$ cat config.mk
export PLATFORM = sky130hd
export DESIGN_NAME = periodic_task_dispatcher_core_flat
export DESIGN_NICKNAME = d
export VERILOG_FILES = /design/src/sv/ptd_pkg.sv /design/src/sv/ptd_if.sv /design/src/sv/ptd_front.sv /design/src/sv/ptd_cells.sv /design/src/sv/ptd_back.sv /design/src/sv/periodic_task_dispatcher_core.sv /design/src/flat_wrapper.sv
export SDC_FILE = /design/constraint.sdc
export NUM_CORES = 2
export LEC_CHECK = 0
export BUFFER_PORTS_ARGS = -buffer_cell sky130_fd_sc_hd__buf_4
export CORE_ASPECT_RATIO = 2
export CORE_MARGIN = 3
export CORE_UTILIZATION = 50
export CTS_CLUSTER_SIZE = 24
export DETAILED_ROUTE_END_ITERATION = 7
export GPL_TIMING_DRIVEN = 0
export PLACE_DENSITY = 0.66
export SYNTH_ARGS = -nofsm -noshare
export SYNTH_HDL_FRONTEND = slang
export SYNTH_SLANG_ARGS = --single-unit
$ cat constraint.sdc
create_clock -name i_clk -period 12.7 [get_ports i_clk]
set_input_delay 0.635 -clock i_clk [delete_from_list [all_inputs] [get_ports i_clk]]
set_output_delay 0.635 -clock i_clk [all_outputs]
set_load 0.05 [all_outputs]
$ cat src/sv/ptd_pkg.sv
// Shared types, codes and constants of the periodic task dispatcher.
package ptd_pkg;

    // Default table size and the cap on due results per tick.
    localparam int NUM_TASKS_DEF = 8;
    localparam int MAX_RESULTS   = 8;
    localparam int EMIT_W        = $clog2(MAX_RESULTS + 1);

    // Field widths fixed by the item formats.
    localparam int ID_W   = 3;
    localparam int TIME_W = 32;
    localparam int PRIO_W = 16;

    // Action codes of an input item.
    localparam logic ACT_CREATE = 1'b0;
    localparam logic ACT_TICK   = 1'b1;

    // Result kinds.
    typedef enum logic [1:0] {
        KIND_CREATED = 2'd0,
        KIND_FULL    = 2'd1,
        KIND_DUE     = 2'd2,
        KIND_NONE    = 2'd3
    } t_kind;

    // Back-end sequencer states.
    typedef enum logic [1:0] {
        ST_IDLE,
        ST_SCAN,
        ST_FINISH
    } t_state;

    // Classified command as it sits in the queue.
    typedef struct packed {
        logic              is_tick;
        logic [TIME_W-1:0] now;
        logic [PRIO_W-1:0] prio;
        logic [TIME_W-1:0] period;
    } t_cmd;

    // One task entry of the sorted row.
    typedef struct packed {
        logic [PRIO_W-1:0] prio;
        logic [TIME_W-1:0] period;
        logic [TIME_W-1:0] last_run;
        logic [ID_W-1:0]   id;
    } t_task;

    // Control from the sequencer to the task row.
    typedef struct packed {
        logic              insert;
        logic              rotate;
        logic              hit;
        t_task             new_task;
        logic [TIME_W-1:0] now;
    } t_cell_ctl;

endpackage

$ cat src/sv/ptd_if.sv
// Handshake interfaces for the request and response channels.
interface ptd_req_if;
    logic                      valid;
    logic                      ready;
    logic                      action;
    logic [ptd_pkg::TIME_W-1:0] now_ms;
    logic [ptd_pkg::PRIO_W-1:0] priority_req;
    logic [ptd_pkg::TIME_W-1:0] period_ms;

    modport source (output valid, action, now_ms, priority_req, period_ms, input ready);
    modport sink   (input valid, action, now_ms, priority_req, period_ms, output ready);
endinterface

interface ptd_rsp_if;
    logic                     valid;
    logic                     ready;
    logic [1:0]               kind;
    logic [ptd_pkg::ID_W-1:0] task_id;
    logic                     last;

    modport source (output valid, kind, task_id, last, input ready);
    modport sink   (input valid, kind, task_id, last, output ready);
endinterface

$ cat src/sv/ptd_front.sv
// Front end: accepts request items, classifies them and queues them for the back end.
module ptd_front (
    input  logic              i_clk,
    input  logic              i_rst_n,
    ptd_req_if.sink           i_req,
    output ptd_pkg::t_cmd     o_cmd,
    output logic              o_cmd_valid,
    input  logic              i_cmd_pop
);

    localparam int QD    = 2;
    localparam int PTR_W = $clog2(QD);
    localparam int LVL_W = $clog2(QD + 1);

    ptd_pkg::t_cmd    r_mem [QD];
    logic [PTR_W-1:0] r_wr;
    logic [PTR_W-1:0] r_rd;
    logic [LVL_W-1:0] r_level;
    ptd_pkg::t_cmd    w_cmd_in;
    logic             w_push;

    // Classify the incoming item into a queue command.
    always_comb begin
        w_cmd_in.is_tick = (i_req.action == ptd_pkg::ACT_TICK);
        w_cmd_in.now     = i_req.now_ms;
        w_cmd_in.prio    = i_req.priority_req;
        w_cmd_in.period  = i_req.period_ms;
    end

    assign i_req.ready = (r_level != LVL_W'(QD));
    assign w_push      = i_req.valid && i_req.ready;
    assign o_cmd_valid = (r_level != '0);
    assign o_cmd       = r_mem[r_rd];

    // Queue storage.
    always_ff @(posedge i_clk) begin
        if (w_push) begin
            r_mem[r_wr] <= w_cmd_in;
        end
    end

    // Queue pointers and fill level.
    always_ff @(posedge i_clk) begin
        if (!i_rst_n) begin
            r_wr    <= '0;
            r_rd    <= '0;
            r_level <= '0;
        end else begin
            if (w_push) begin
                r_wr <= r_wr + PTR_W'(1);
            end
            if (i_cmd_pop) begin
                r_rd <= r_rd + PTR_W'(1);
            end
            case ({w_push, i_cmd_pop})
                2'b10:   r_level <= r_level + LVL_W'(1);
                2'b01:   r_level <= r_level - LVL_W'(1);
                default: r_level <= r_level;
            endcase
        end
    end

endmodule

$ cat src/sv/ptd_cells.sv
// Row of task cells kept sorted by priority, then creation order; rotates during a scan.
module ptd_cells #(
    parameter int NUM_TASKS = ptd_pkg::NUM_TASKS_DEF,
    localparam int CW = $clog2(NUM_TASKS + 1)
) (
    input  logic               i_clk,
    input  ptd_pkg::t_cell_ctl i_ctl,
    input  logic [CW-1:0]      i_count,
    output ptd_pkg::t_task     o_head
);

    ptd_pkg::t_task         r_cell [NUM_TASKS];
    ptd_pkg::t_task         w_head_upd;
    logic [NUM_TASKS-1:0]   w_le;

    // Head entry as it goes to the tail, with its run time updated when due.
    always_comb begin
        w_head_upd = r_cell[0];
        if (i_ctl.hit) begin
            w_head_upd.last_run = i_ctl.now;
        end
    end

    assign o_head = r_cell[0];

    for (genvar p = 0; p < NUM_TASKS; p++) begin : g_cell
        ptd_pkg::t_task w_from_prev;
        ptd_pkg::t_task w_from_next;
        logic           w_prev_le;

        // A cell stays put on insert when it is valid and not after the new entry.
        assign w_le[p] = (CW'(p) < i_count) && (r_cell[p].prio <= i_ctl.new_task.prio);

        if (p == 0) begin : g_first
            assign w_prev_le   = 1'b1;
            assign w_from_prev = r_cell[p];
        end else begin : g_mid
            assign w_prev_le   = w_le[p-1];
            assign w_from_prev = r_cell[p-1];
        end

        if (p == NUM_TASKS - 1) begin : g_last
            assign w_from_next = r_cell[p];
        end else begin : g_inner
            assign w_from_next = r_cell[p+1];
        end

        // Insert shifts the tail right by one; rotate moves every valid entry left.
        always_ff @(posedge i_clk) begin
            if (i_ctl.insert) begin
                if (!w_le[p]) begin
                    if (w_prev_le) begin
                        r_cell[p] <= i_ctl.new_task;
                    end else begin
                        r_cell[p] <= w_from_prev;
                    end
                end
            end else if (i_ctl.rotate) begin
                if (CW'(p + 1) == i_count) begin
                    r_cell[p] <= w_head_upd;
                end else if (CW'(p) < i_count) begin
                    r_cell[p] <= w_from_next;
                end
            end
        end
    end

endmodule

$ cat src/sv/ptd_back.sv
// Back end: executes create and tick commands and registers the results.
module ptd_back #(
    parameter int NUM_TASKS = ptd_pkg::NUM_TASKS_DEF,
    localparam int CW = $clog2(NUM_TASKS + 1)
) (
    input  logic               i_clk,
    input  logic               i_rst_n,
    input  ptd_pkg::t_cmd      i_cmd,
    input  logic               i_cmd_valid,
    output logic               o_cmd_pop,
    ptd_rsp_if.source          o_rsp,
    output ptd_pkg::t_cell_ctl o_cell_ctl,
    output logic [CW-1:0]      o_count,
    input  ptd_pkg::t_task     i_head
);

    ptd_pkg::t_state                r_state, n_state;
    logic [CW-1:0]                  r_count, n_count;
    logic [CW-1:0]                  r_pos, n_pos;
    logic [ptd_pkg::EMIT_W-1:0]     r_emit, n_emit;
    logic                           r_hold_v, n_hold_v;
    logic [ptd_pkg::ID_W-1:0]       r_hold_id, n_hold_id;
    logic [ptd_pkg::TIME_W-1:0]     r_now, n_now;

    logic                           r_out_valid;
    ptd_pkg::t_kind                 r_out_kind;
    logic [ptd_pkg::ID_W-1:0]       r_out_id;
    logic                           r_out_last;

    logic                           w_push;
    ptd_pkg::t_kind                 w_push_kind;
    logic [ptd_pkg::ID_W-1:0]       w_push_id;
    logic                           w_push_last;
    logic                           w_space;
    logic [ptd_pkg::TIME_W-1:0]     w_diff;
    logic                           w_due;

    assign w_space = !r_out_valid || o_rsp.ready;

    // Wrap-safe elapsed test on the head of the row, limited by the result cap.
    assign w_diff = r_now - i_head.last_run;
    assign w_due  = (w_diff >= i_head.period) &&
                    (r_emit < ptd_pkg::EMIT_W'(ptd_pkg::MAX_RESULTS));

    // State register and sequencer registers.
    always_ff @(posedge i_clk) begin
        if (!i_rst_n) begin
            r_state  <= ptd_pkg::ST_IDLE;
            r_count  <= '0;
            r_hold_v <= 1'b0;
        end else begin
            r_state  <= n_state;
            r_count  <= n_count;
            r_hold_v <= n_hold_v;
        end
    end

    always_ff @(posedge i_clk) begin
        r_pos     <= n_pos;
        r_emit    <= n_emit;
        r_hold_id <= n_hold_id;
        r_now     <= n_now;
    end

    // Next state, row control and result generation.
    always_comb begin
        n_state     = r_state;
        n_count     = r_count;
        n_pos       = r_pos;
        n_emit      = r_emit;
        n_hold_v    = r_hold_v;
        n_hold_id   = r_hold_id;
        n_now       = r_now;
        o_cmd_pop   = 1'b0;
        o_cell_ctl  = '0;
        w_push      = 1'b0;
        w_push_kind = ptd_pkg::KIND_DUE;
        w_push_id   = '0;
        w_push_last = 1'b0;

        unique case (r_state)
            ptd_pkg::ST_IDLE: begin
                if (i_cmd_valid) begin
                    if (!i_cmd.is_tick) begin
                        if (w_space) begin
                            o_cmd_pop   = 1'b1;
                            w_push      = 1'b1;
                            w_push_last = 1'b1;
                            if (r_count == CW'(NUM_TASKS)) begin
                                w_push_kind = ptd_pkg::KIND_FULL;
                            end else begin
                                w_push_kind                  = ptd_pkg::KIND_CREATED;
                                w_push_id                    = ptd_pkg::ID_W'(r_count);
                                o_cell_ctl.insert            = 1'b1;
                                o_cell_ctl.new_task.prio     = i_cmd.prio;
                                o_cell_ctl.new_task.period   = i_cmd.period;
                                o_cell_ctl.new_task.last_run = i_cmd.now;
                                o_cell_ctl.new_task.id       = ptd_pkg::ID_W'(r_count);
                                n_count                      = r_count + CW'(1);
                            end
                        end
                    end else if (r_count == '0) begin
                        if (w_space) begin
                            o_cmd_pop   = 1'b1;
                            w_push      = 1'b1;
                            w_push_kind = ptd_pkg::KIND_NONE;
                            w_push_last = 1'b1;
                        end
                    end else begin
                        o_cmd_pop = 1'b1;
                        n_now     = i_cmd.now;
                        n_pos     = '0;
                        n_emit    = '0;
                        n_hold_v  = 1'b0;
                        n_state   = ptd_pkg::ST_SCAN;
                    end
                end
            end
            ptd_pkg::ST_SCAN: begin
                // A new due task releases the held one, which needs a free output slot.
                if (!(w_due && r_hold_v && !w_space)) begin
                    o_cell_ctl.rotate = 1'b1;
                    o_cell_ctl.hit    = w_due;
                    o_cell_ctl.now    = r_now;
                    if (w_due) begin
                        n_hold_v  = 1'b1;
                        n_hold_id = i_head.id;
                        n_emit    = r_emit + ptd_pkg::EMIT_W'(1);
                        if (r_hold_v) begin
                            w_push    = 1'b1;
                            w_push_id = r_hold_id;
                        end
                    end
                    n_pos = r_pos + CW'(1);
                    if (n_pos == r_count) begin
                        n_state = ptd_pkg::ST_FINISH;
                    end
                end
            end
            ptd_pkg::ST_FINISH: begin
                if (w_space) begin
                    w_push      = 1'b1;
                    w_push_last = 1'b1;
                    if (r_hold_v) begin
                        w_push_id = r_hold_id;
                    end else begin
                        w_push_kind = ptd_pkg::KIND_NONE;
                    end
                    n_hold_v = 1'b0;
                    n_state  = ptd_pkg::ST_IDLE;
                end
            end
            default: begin
                n_state = ptd_pkg::ST_IDLE;
            end
        endcase
    end

    // Output register.
    always_ff @(posedge i_clk) begin
        if (!i_rst_n) begin
            r_out_valid <= 1'b0;
        end else if (w_push) begin
            r_out_valid <= 1'b1;
        end else if (o_rsp.ready) begin
            r_out_valid <= 1'b0;
        end
    end

    always_ff @(posedge i_clk) begin
        if (w_push) begin
            r_out_kind <= w_push_kind;
            r_out_id   <= w_push_id;
            r_out_last <= w_push_last;
        end
    end

    assign o_rsp.valid   = r_out_valid;
    assign o_rsp.kind    = r_out_kind;
    assign o_rsp.task_id = r_out_id;
    assign o_rsp.last    = r_out_last;
    assign o_count       = r_count;

endmodule

$ cat src/sv/periodic_task_dispatcher_core.sv
// Periodic task dispatcher: front queue, sorted task row and scan sequencer.
// An accepted item is registered in the queue; a create or an empty-table tick has its result
// registered when the sequencer takes it from the queue, and a tick passes through take, scan
// and finish before its last result. The sequencer takes no new command during a tick; its scan
// rotates the sorted task row one entry per cycle unless a due task waits for an output slot.
// Reset clears the queue, task count, sequencer and output valid; no clearing pass.
module periodic_task_dispatcher_core #(
    parameter int NUM_TASKS = ptd_pkg::NUM_TASKS_DEF
) (
    input  logic      i_clk,
    input  logic      i_rst_n,
    ptd_req_if.sink   i_req,
    ptd_rsp_if.source o_rsp
);

    localparam int CW = $clog2(NUM_TASKS + 1);

    ptd_pkg::t_cmd      w_cmd;
    logic               w_cmd_valid;
    logic               w_cmd_pop;
    ptd_pkg::t_cell_ctl w_cell_ctl;
    logic [CW-1:0]      w_count;
    ptd_pkg::t_task     w_head;

    ptd_front u_front (
        .i_clk       (i_clk),
        .i_rst_n     (i_rst_n),
        .i_req       (i_req),
        .o_cmd       (w_cmd),
        .o_cmd_valid (w_cmd_valid),
        .i_cmd_pop   (w_cmd_pop)
    );

    ptd_cells #(
        .NUM_TASKS (NUM_TASKS)
    ) u_cells (
        .i_clk   (i_clk),
        .i_ctl   (w_cell_ctl),
        .i_count (w_count),
        .o_head  (w_head)
    );

    ptd_back #(
        .NUM_TASKS (NUM_TASKS)
    ) u_back (
        .i_clk       (i_clk),
        .i_rst_n     (i_rst_n),
        .i_cmd       (w_cmd),
        .i_cmd_valid (w_cmd_valid),
        .o_cmd_pop   (w_cmd_pop),
        .o_rsp       (o_rsp),
        .o_cell_ctl  (w_cell_ctl),
        .o_count     (w_count),
        .i_head      (w_head)
    );

`ifndef SYNTH
    // The sequencer only takes a command that the queue holds.
    a_pop_nonempty: assert property (@(posedge i_clk) disable iff (!i_rst_n)
        w_cmd_pop |-> w_cmd_valid)
        else $error("command popped from an empty queue");

    // The task count never passes the table size.
    a_count_bound: assert property (@(posedge i_clk) disable iff (!i_rst_n)
        w_count <= CW'(NUM_TASKS))
        else $error("task count beyond table size");

    // Refusals and empty ticks are single results with a zero id.
    a_single_zero: assert property (@(posedge i_clk) disable iff (!i_rst_n)
        o_rsp.valid && (o_rsp.kind == ptd_pkg::KIND_FULL || o_rsp.kind == ptd_pkg::KIND_NONE)
        |-> o_rsp.last && (o_rsp.task_id == '0))
        else $error("full or none result not final or nonzero id");

    // A create answer is always the final result of its item.
    a_create_last: assert property (@(posedge i_clk) disable iff (!i_rst_n)
        o_rsp.valid && (o_rsp.kind == ptd_pkg::KIND_CREATED) |-> o_rsp.last)
        else $error("created result not flagged last");
`endif

endmodule
$ cat src/flat_wrapper.sv
// flat-port wrapper written by rule: the top's interface ports become plain ports
module periodic_task_dispatcher_core_flat 
#(
    parameter int NUM_TASKS = ptd_pkg::NUM_TASKS_DEF
)
  (i_clk, i_rst_n, i_req_valid, i_req_action, i_req_now_ms, i_req_priority_req, i_req_period_ms, i_req_ready, o_rsp_valid, o_rsp_kind, o_rsp_task_id, o_rsp_last, o_rsp_ready);
  ptd_req_if i_req_i ();
  ptd_rsp_if o_rsp_i ();
  input  logic i_clk;
  input  logic i_rst_n;
  input wire logic [$bits(i_req_i.valid)-1:0] i_req_valid;
  input wire logic [$bits(i_req_i.action)-1:0] i_req_action;
  input wire logic [$bits(i_req_i.now_ms)-1:0] i_req_now_ms;
  input wire logic [$bits(i_req_i.priority_req)-1:0] i_req_priority_req;
  input wire logic [$bits(i_req_i.period_ms)-1:0] i_req_period_ms;
  output wire logic [$bits(i_req_i.ready)-1:0] i_req_ready;
  output wire logic [$bits(o_rsp_i.valid)-1:0] o_rsp_valid;
  output wire logic [$bits(o_rsp_i.kind)-1:0] o_rsp_kind;
  output wire logic [$bits(o_rsp_i.task_id)-1:0] o_rsp_task_id;
  output wire logic [$bits(o_rsp_i.last)-1:0] o_rsp_last;
  input wire logic [$bits(o_rsp_i.ready)-1:0] o_rsp_ready;
  assign i_req_i.valid = i_req_valid;
  assign i_req_i.action = i_req_action;
  assign i_req_i.now_ms = i_req_now_ms;
  assign i_req_i.priority_req = i_req_priority_req;
  assign i_req_i.period_ms = i_req_period_ms;
  assign i_req_ready = i_req_i.ready;
  assign o_rsp_valid = o_rsp_i.valid;
  assign o_rsp_kind = o_rsp_i.kind;
  assign o_rsp_task_id = o_rsp_i.task_id;
  assign o_rsp_last = o_rsp_i.last;
  assign o_rsp_i.ready = o_rsp_ready;
  periodic_task_dispatcher_core #(.NUM_TASKS(NUM_TASKS)) u_core (.i_clk(i_clk), .i_rst_n(i_rst_n), .i_req(i_req_i), .o_rsp(o_rsp_i));
endmodule
==> impl_results.html <==
<table>
<tr><th>Metric</th><th>Value</th></tr>
<tr><th colspan="2">Routing</th></tr>
<tr><td>Post-DR wirelength/cell</td><td>around 32 um</td></tr>
<tr><td>Final routed wirelength across all metal layers</td><td>197,300 um</td></tr>
<tr><td>DRT Pass-1 Iters</td><td>8</td></tr>
<tr><td>Number of DRC markers in iteration 0</td><td>around 5,100</td></tr>
<tr><td>Total via count in the routed design</td><td>42,710</td></tr>
<tr><td>Number of nets still failing antenna checks after routing</td><td>0</td></tr>
<tr><td>Vias per std cell</td><td>around 7</td></tr>
<tr><td>Total DRC errors in the routed layout</td><td>1</td></tr>
<tr><th colspan="2">Cells and area</th></tr>
<tr><td>Number of fill cells in the layout</td><td>8,833</td></tr>
<tr><td>Nets</td><td>around 5,100</td></tr>
<tr><td>Post-Layout Inst Area</td><td>0.05553 mm2</td></tr>
<tr><td>Most frequent standard cell in the layout excluding fill and tap cells</td><td>sky130_fd_sc_hd__edfxtp_1</td></tr>
<tr><td>FF/Latch Area</td><td>0.02654 mm2</td></tr>
<tr><td>Area growth from synthesis to final layout</td><td>11.70%</td></tr>
<tr><td>Fraction of final layout cells sized beyond drive strength 1</td><td>0.1075</td></tr>
<tr><td>Multi-input logic area</td><td>around 0.021 mm2</td></tr>
<tr><td>Layout Utilization</td><td>0.5625</td></tr>
<tr><td>Most frequent cells in the layout</td><td>875 x sky130_fd_sc_hd__edfxtp_1, 564 x sky130_fd_sc_hd__nor2_1, 421 x sky130_fd_sc_hd__nand2_1</td></tr>
<tr><td>Number of standard cells in the final layout excluding fillers</td><td>roughly 6,300</td></tr>
<tr><th colspan="2">Synthesis</th></tr>
<tr><td>Synth Area in Simple Gates</td><td>0.1200</td></tr>
<tr><td>Distinct cell type count of the synthesized netlist</td><td>65</td></tr>
<tr><td>Proportion of synthesized area in mux cells</td><td>0.05887</td></tr>
<tr><td>Per-instance average area after synthesis</td><td>roughly 11 um2</td></tr>
<tr><td>Synthesis Warnings</td><td>0</td></tr>
<tr><td>Area share of the largest cell type after synthesis</td><td>0.5286</td></tr>
<tr><td>Area share of xor/xnor cells in the synthesized design</td><td>0.007400</td></tr>
<tr><td>Post-synthesis cell type with the largest combined area</td><td>sky130_fd_sc_hd__edfxtp_1</td></tr>
<tr><td>Fraction of the mapped netlist area in compound gates</td><td>0.1881</td></tr>
<tr><td>Net count after synthesis</td><td>slightly below 5,000</td></tr>
<tr><td>Synth Register Bits</td><td>just under 900</td></tr>
<tr><td>Top area cells in the synthesized netlist</td><td>sky130_fd_sc_hd__edfxtp_1 53%, sky130_fd_sc_hd__ha_1 5.0%, sky130_fd_sc_hd__nor2_1 4.3%, sky130_fd_sc_hd__a21oi_1 3.9%, sky130_fd_sc_hd__mux2i_1 3.3%</td></tr>
<tr><td>Count of mapped cells out of synthesis</td><td>approximately 4,700</td></tr>
<tr><td>Main combinational cell family by area after synthesis</td><td>compound AO/OA/AOI/OAI gates</td></tr>
<tr><td>Adder-cell share of the synthesized area</td><td>0.04999</td></tr>
<tr><td>Portion of the post-synthesis area used by sequential elements</td><td>0.5338</td></tr>
<tr><td>Most instantiated flip-flop cell in the synthesis netlist</td><td>sky130_fd_sc_hd__edfxtp_1</td></tr>
<tr><td>Post-synth ARST share</td><td>0</td></tr>
<tr><td>Number of flops mapped to enable cells by yosys</td><td>slightly below 900</td></tr>
<tr><td>Mapped Area</td><td>roughly 0.050 mm2</td></tr>
<tr><th colspan="2">Floorplanning</th></tr>
<tr><td>Rows</td><td>roughly 160</td></tr>
<tr><td>DIE HEIGHT</td><td>about 450 um</td></tr>
<tr><td>Core Area</td><td>between 0.09 and 0.1 mm2</td></tr>
<tr><td>Die ar.</td><td>just over 0.1 mm2</td></tr>
<tr><td>Number of top-level pins</td><td>93</td></tr>
<tr><td>Starting density of the core</td><td>0.5036</td></tr>
<tr><td>Die span in x</td><td>around 230 um</td></tr>
<tr><th colspan="2">Setup path</th></tr>
<tr><td>Crit Path Category</td><td>reg -&gt; reg</td></tr>
<tr><td>Flop2flop setup slack</td><td>2730 ps</td></tr>
<tr><td>CP required</td><td>approximately 13,000 ps</td></tr>
<tr><td>Worst path max stage delay</td><td>1010 ps</td></tr>
<tr><td>Startpoint types</td><td>flop</td></tr>
<tr><td>CP dominant cell by count</td><td>sky130_fd_sc_hd__a21oi_1</td></tr>
<tr><td>Worst path slowest cell</td><td>sky130_fd_sc_hd__nand2_1</td></tr>
<tr><td>Element type at the critical path end</td><td>flop</td></tr>
<tr><td>Critical path data arrival time</td><td>around 10,000 ps</td></tr>
<tr><td>Max Fanout on Critical Path</td><td>33</td></tr>
<tr><th colspan="2">Clock tree</th></tr>
<tr><td>Clock latency at the later pin of the worst-skew pair</td><td>730 ps</td></tr>
<tr><td>Number of hold buffers added after cts</td><td>0</td></tr>
<tr><td>Clock input transition at the sequential cells of the worst setup and hold paths</td><td>~70 ps</td></tr>
<tr><td>Number of sinks driven by the clock tree</td><td>between 800 and 900</td></tr>
<tr><td>Total setup buffers inserted after CTS</td><td>0</td></tr>
<tr><td>Buffer type at the clock tree root</td><td>sky130_fd_sc_hd__clkbuf_16</td></tr>
<tr><td>TritonCTS clock tree</td><td>yes</td></tr>
<tr><td>Max H-tree Level</td><td>3</td></tr>
<tr><td>Number of buffers inserted during clock tree synthesis</td><td>84</td></tr>
<tr><td>Cells resized by post-CTS repair</td><td>0</td></tr>
<tr><td>Largest buffer count on any clock path</td><td>3</td></tr>
<tr><th colspan="2">Power</th></tr>
<tr><td>Fraction of power spent switching nets</td><td>0.4073</td></tr>
<tr><td>Highest ir drop seen on vdd</td><td>0.1326 mV</td></tr>
<tr><td>Portion of total power attributed to combinational logic</td><td>0.416</td></tr>
<tr><td>Net switching power</td><td>5507 uW</td></tr>
<tr><td>Power density relative to cell area</td><td>243.5 mW/mm2</td></tr>
<tr><td>Leakage power summed over all cells</td><td>a little over 0.02 uW</td></tr>
<tr><td>Part of the total power dissipated in sequential elements</td><td>0.385</td></tr>
<tr><td>Internal power</td><td>around 8000 uW</td></tr>
<tr><td>Power share of the clock group</td><td>0.199</td></tr>
<tr><th colspan="2">Timing</th></tr>
<tr><td>Unrepaired setup endpoints after global routing</td><td>no</td></tr>
<tr><td>Transition at the pin with the smallest max-transition slack</td><td>1604 ps</td></tr>
<tr><td>Final Hold Vio Count</td><td>0</td></tr>
<tr><td>Remaining max-slew budget at the tightest pin</td><td>-0.06912</td></tr>
<tr><td>Top achievable clock speed</td><td>approximately 100 MHz</td></tr>
<tr><td>Final number of setup-violating endpoints</td><td>0</td></tr>
<tr><td>Worst setup slack after layout</td><td>2735 ps</td></tr>
<tr><td>Final max-slew violation count</td><td>38</td></tr>
<tr><td>Post-layout min period</td><td>about 10000 ps</td></tr>
<tr><td>Worst setup skew after layout</td><td>36.90 ps</td></tr>
<tr><td>Final cycle utilization of the critical path</td><td>0.7847</td></tr>
<tr><th colspan="2">Place</th></tr>
<tr><td>Instance count after placement with tap cells included</td><td>6,090</td></tr>
<tr><td>Post-placement worst setup slack</td><td>approximately 2200 ps</td></tr>
<tr><td>Dpl cell area</td><td>0.05272 mm2</td></tr>
<tr><td>Final HPWL DP</td><td>around 150,000 um</td></tr>
<tr><td>Count of buffers from port buffering</td><td>92</td></tr>
<tr><td>Placer congestion estimate</td><td>roughly 1.0</td></tr>
<tr><th colspan="2">Outcome</th></tr>
<tr><td>Violations in the final reports</td><td>DRC, capacitance limit, slew limit</td></tr>
<tr><td>Run status</td><td>finished with violations</td></tr>
<tr><th colspan="2">Flow run</th></tr>
<tr><td>Maximum Capacitance Violations</td><td>5</td></tr>
<tr><th colspan="2">GRT</th></tr>
<tr><td>Initial antenna violation count</td><td>8</td></tr>
<tr><td>Congestion Overflow GR</td><td>0</td></tr>
<tr><td>First-pass GRT wire length</td><td>~280,000 um</td></tr>
<tr><td>Global-route total usage across every layer</td><td>0.3735</td></tr>
<tr><td>Maximum number of pins on one net before global-route repair</td><td>49</td></tr>
<tr><td>Vias in the first global route</td><td>around 44,000</td></tr>
<tr><th colspan="2">Min path</th></tr>
<tr><td>Class of the tightest hold or removal check</td><td>in -&gt; reg</td></tr>
</table>
-- layer usage --
| metal | track usage | up-vias | share of wire |
|---|---|---|---|
| li1 | - | 18280 | - |
| met1 | 0.3680 | 20560 | 0.31 |
| met2 | 0.6538 | 2807 | 0.50 |
| met3 | 0.07771 | 1060 | 0.084 |
| met4 | 0.3421 | 0 | 0.11 |
| met5 | 0 | - | 0 |
-- final cells by class --
cell class / instances / share of cell area
multi-input combinational: 3276 / 0.3820
clock inverter: 54 / 0.01043
tap: 1320 / 0.02974
antenna: 12 / 0.0005408
sequential: 888 / 0.4779
buffer: 394 / 0.03114
inverter: 94 / 0.006354
clock buffer: 96 / 0.03941
timing repair buffer: 120 / 0.02253
-- critical path: cells and delay by family (launching register included) --
family	cells	cell delay [ps]
AO/OA/AOI/OAI	9	2540
XOR/XNOR	1	500
adder cells (fa/ha/maj)	2	540
buffers and inverters	8	2980
flip-flops	1	410
AND/OR/NAND/NOR	8	2620
-- registers in the layout (all words and copies together) (netlist names), named ones only --
| signal | count |
|---|---|
| u_core.u_cells.r_cell | 664 |
| u_core.u_front.r_mem | 162 |
| u_core.u_back.r_now | 32 |
| u_core.u_back.o_count | 4 |
| u_core.u_back.r_emit | 4 |
| u_core.u_back.r_pos | 4 |
| u_core.u_back.o_rsp.task_id | 3 |
| u_core.u_back.r_hold_id | 3 |
| u_core.u_back.o_rsp.kind | 2 |
| u_core.u_back.r_state | 2 |
| u_core.u_front.r_level | 2 |
| u_core.u_back.o_rsp.last | 1 |
| u_core.u_back.o_rsp.valid | 1 |
| u_core.u_back.r_hold_v | 1 |
| u_core.u_front.r_rd | 1 |
| u_core.u_front.r_wr | 1 |
-- worst paths after layout --
kind,startpoint,end,cells past startpoint
max,u_core.u_cells.r_cell[0][9]$_DFFE_PP_,u_core.u_cells.r_cell[1][32]$_DFFE_PP_,28
min,i_req_now_ms[12],u_core.u_front.r_mem[0][60]$_DFFE_PP_,1
max reg2reg,u_core.u_cells.r_cell[0][9]$_DFFE_PP_,u_core.u_cells.r_cell[1][32]$_DFFE_PP_,28
min reg2reg,u_core.u_cells.r_cell[1][268]$_DFFE_PP_,u_core.u_cells.r_cell[1][185]$_DFFE_PP_,1
-- kinds of logic after synthesis --
kind of cell             Yosys count
XOR/XNOR                          42
AO/OA/AOI/OAI                   1373
buffers and inverters            488
flip-flops                       888
multiplexers                     278
AND/OR/NAND/NOR                 1385
adder cells (fa/ha/maj)          198
-- cell usage after synthesis (all sizes together), types with 35 or more instances --
cell type	number
nor2b	54
o221ai	38
mux2	112
clkbuf	235
nand3	92
o211ai	42
nor3	112
a221o	104
a41oi	35
a31oi	167
a211oi	63
o21a	56
inv	94
nand2	422
edfxtp	875
nor2	569
buf	159
a221oi	132
a21oi	390
and3	60
mux2i	166
ha	197
o22ai	156
o21ai	77
a21o	51
-- power groups by stage --
stage / sequential (uW) / clock (uW) / combinational, uW
after floorplan: 5130 / 0 / 3450
after global placement: 5450 / 0 / 5160
after detailed placement: 5220 / 0 / 5450
after CTS: 5160 / 2700 / 5470
after global routing: 5260 / 2800 / 5980
final: 5200 / 2700 / 5620
-- metrics by stage --
stage | power, uW | setup TNS (ps) | hold WS, ps
4_1_cts | 13330 | 0 | 66.98
6_report | 13520 | 0 | 95.41
3_3_place_gp | 10610 | -1228170 | 507.3
2_1_floorplan | 8579 | 0 | 477.9
3_5_place_dp | 10670 | 0 | 520.1
5_1_grt | 14040 | 0 | 89.62
Power figures use the tool's default switching activity.
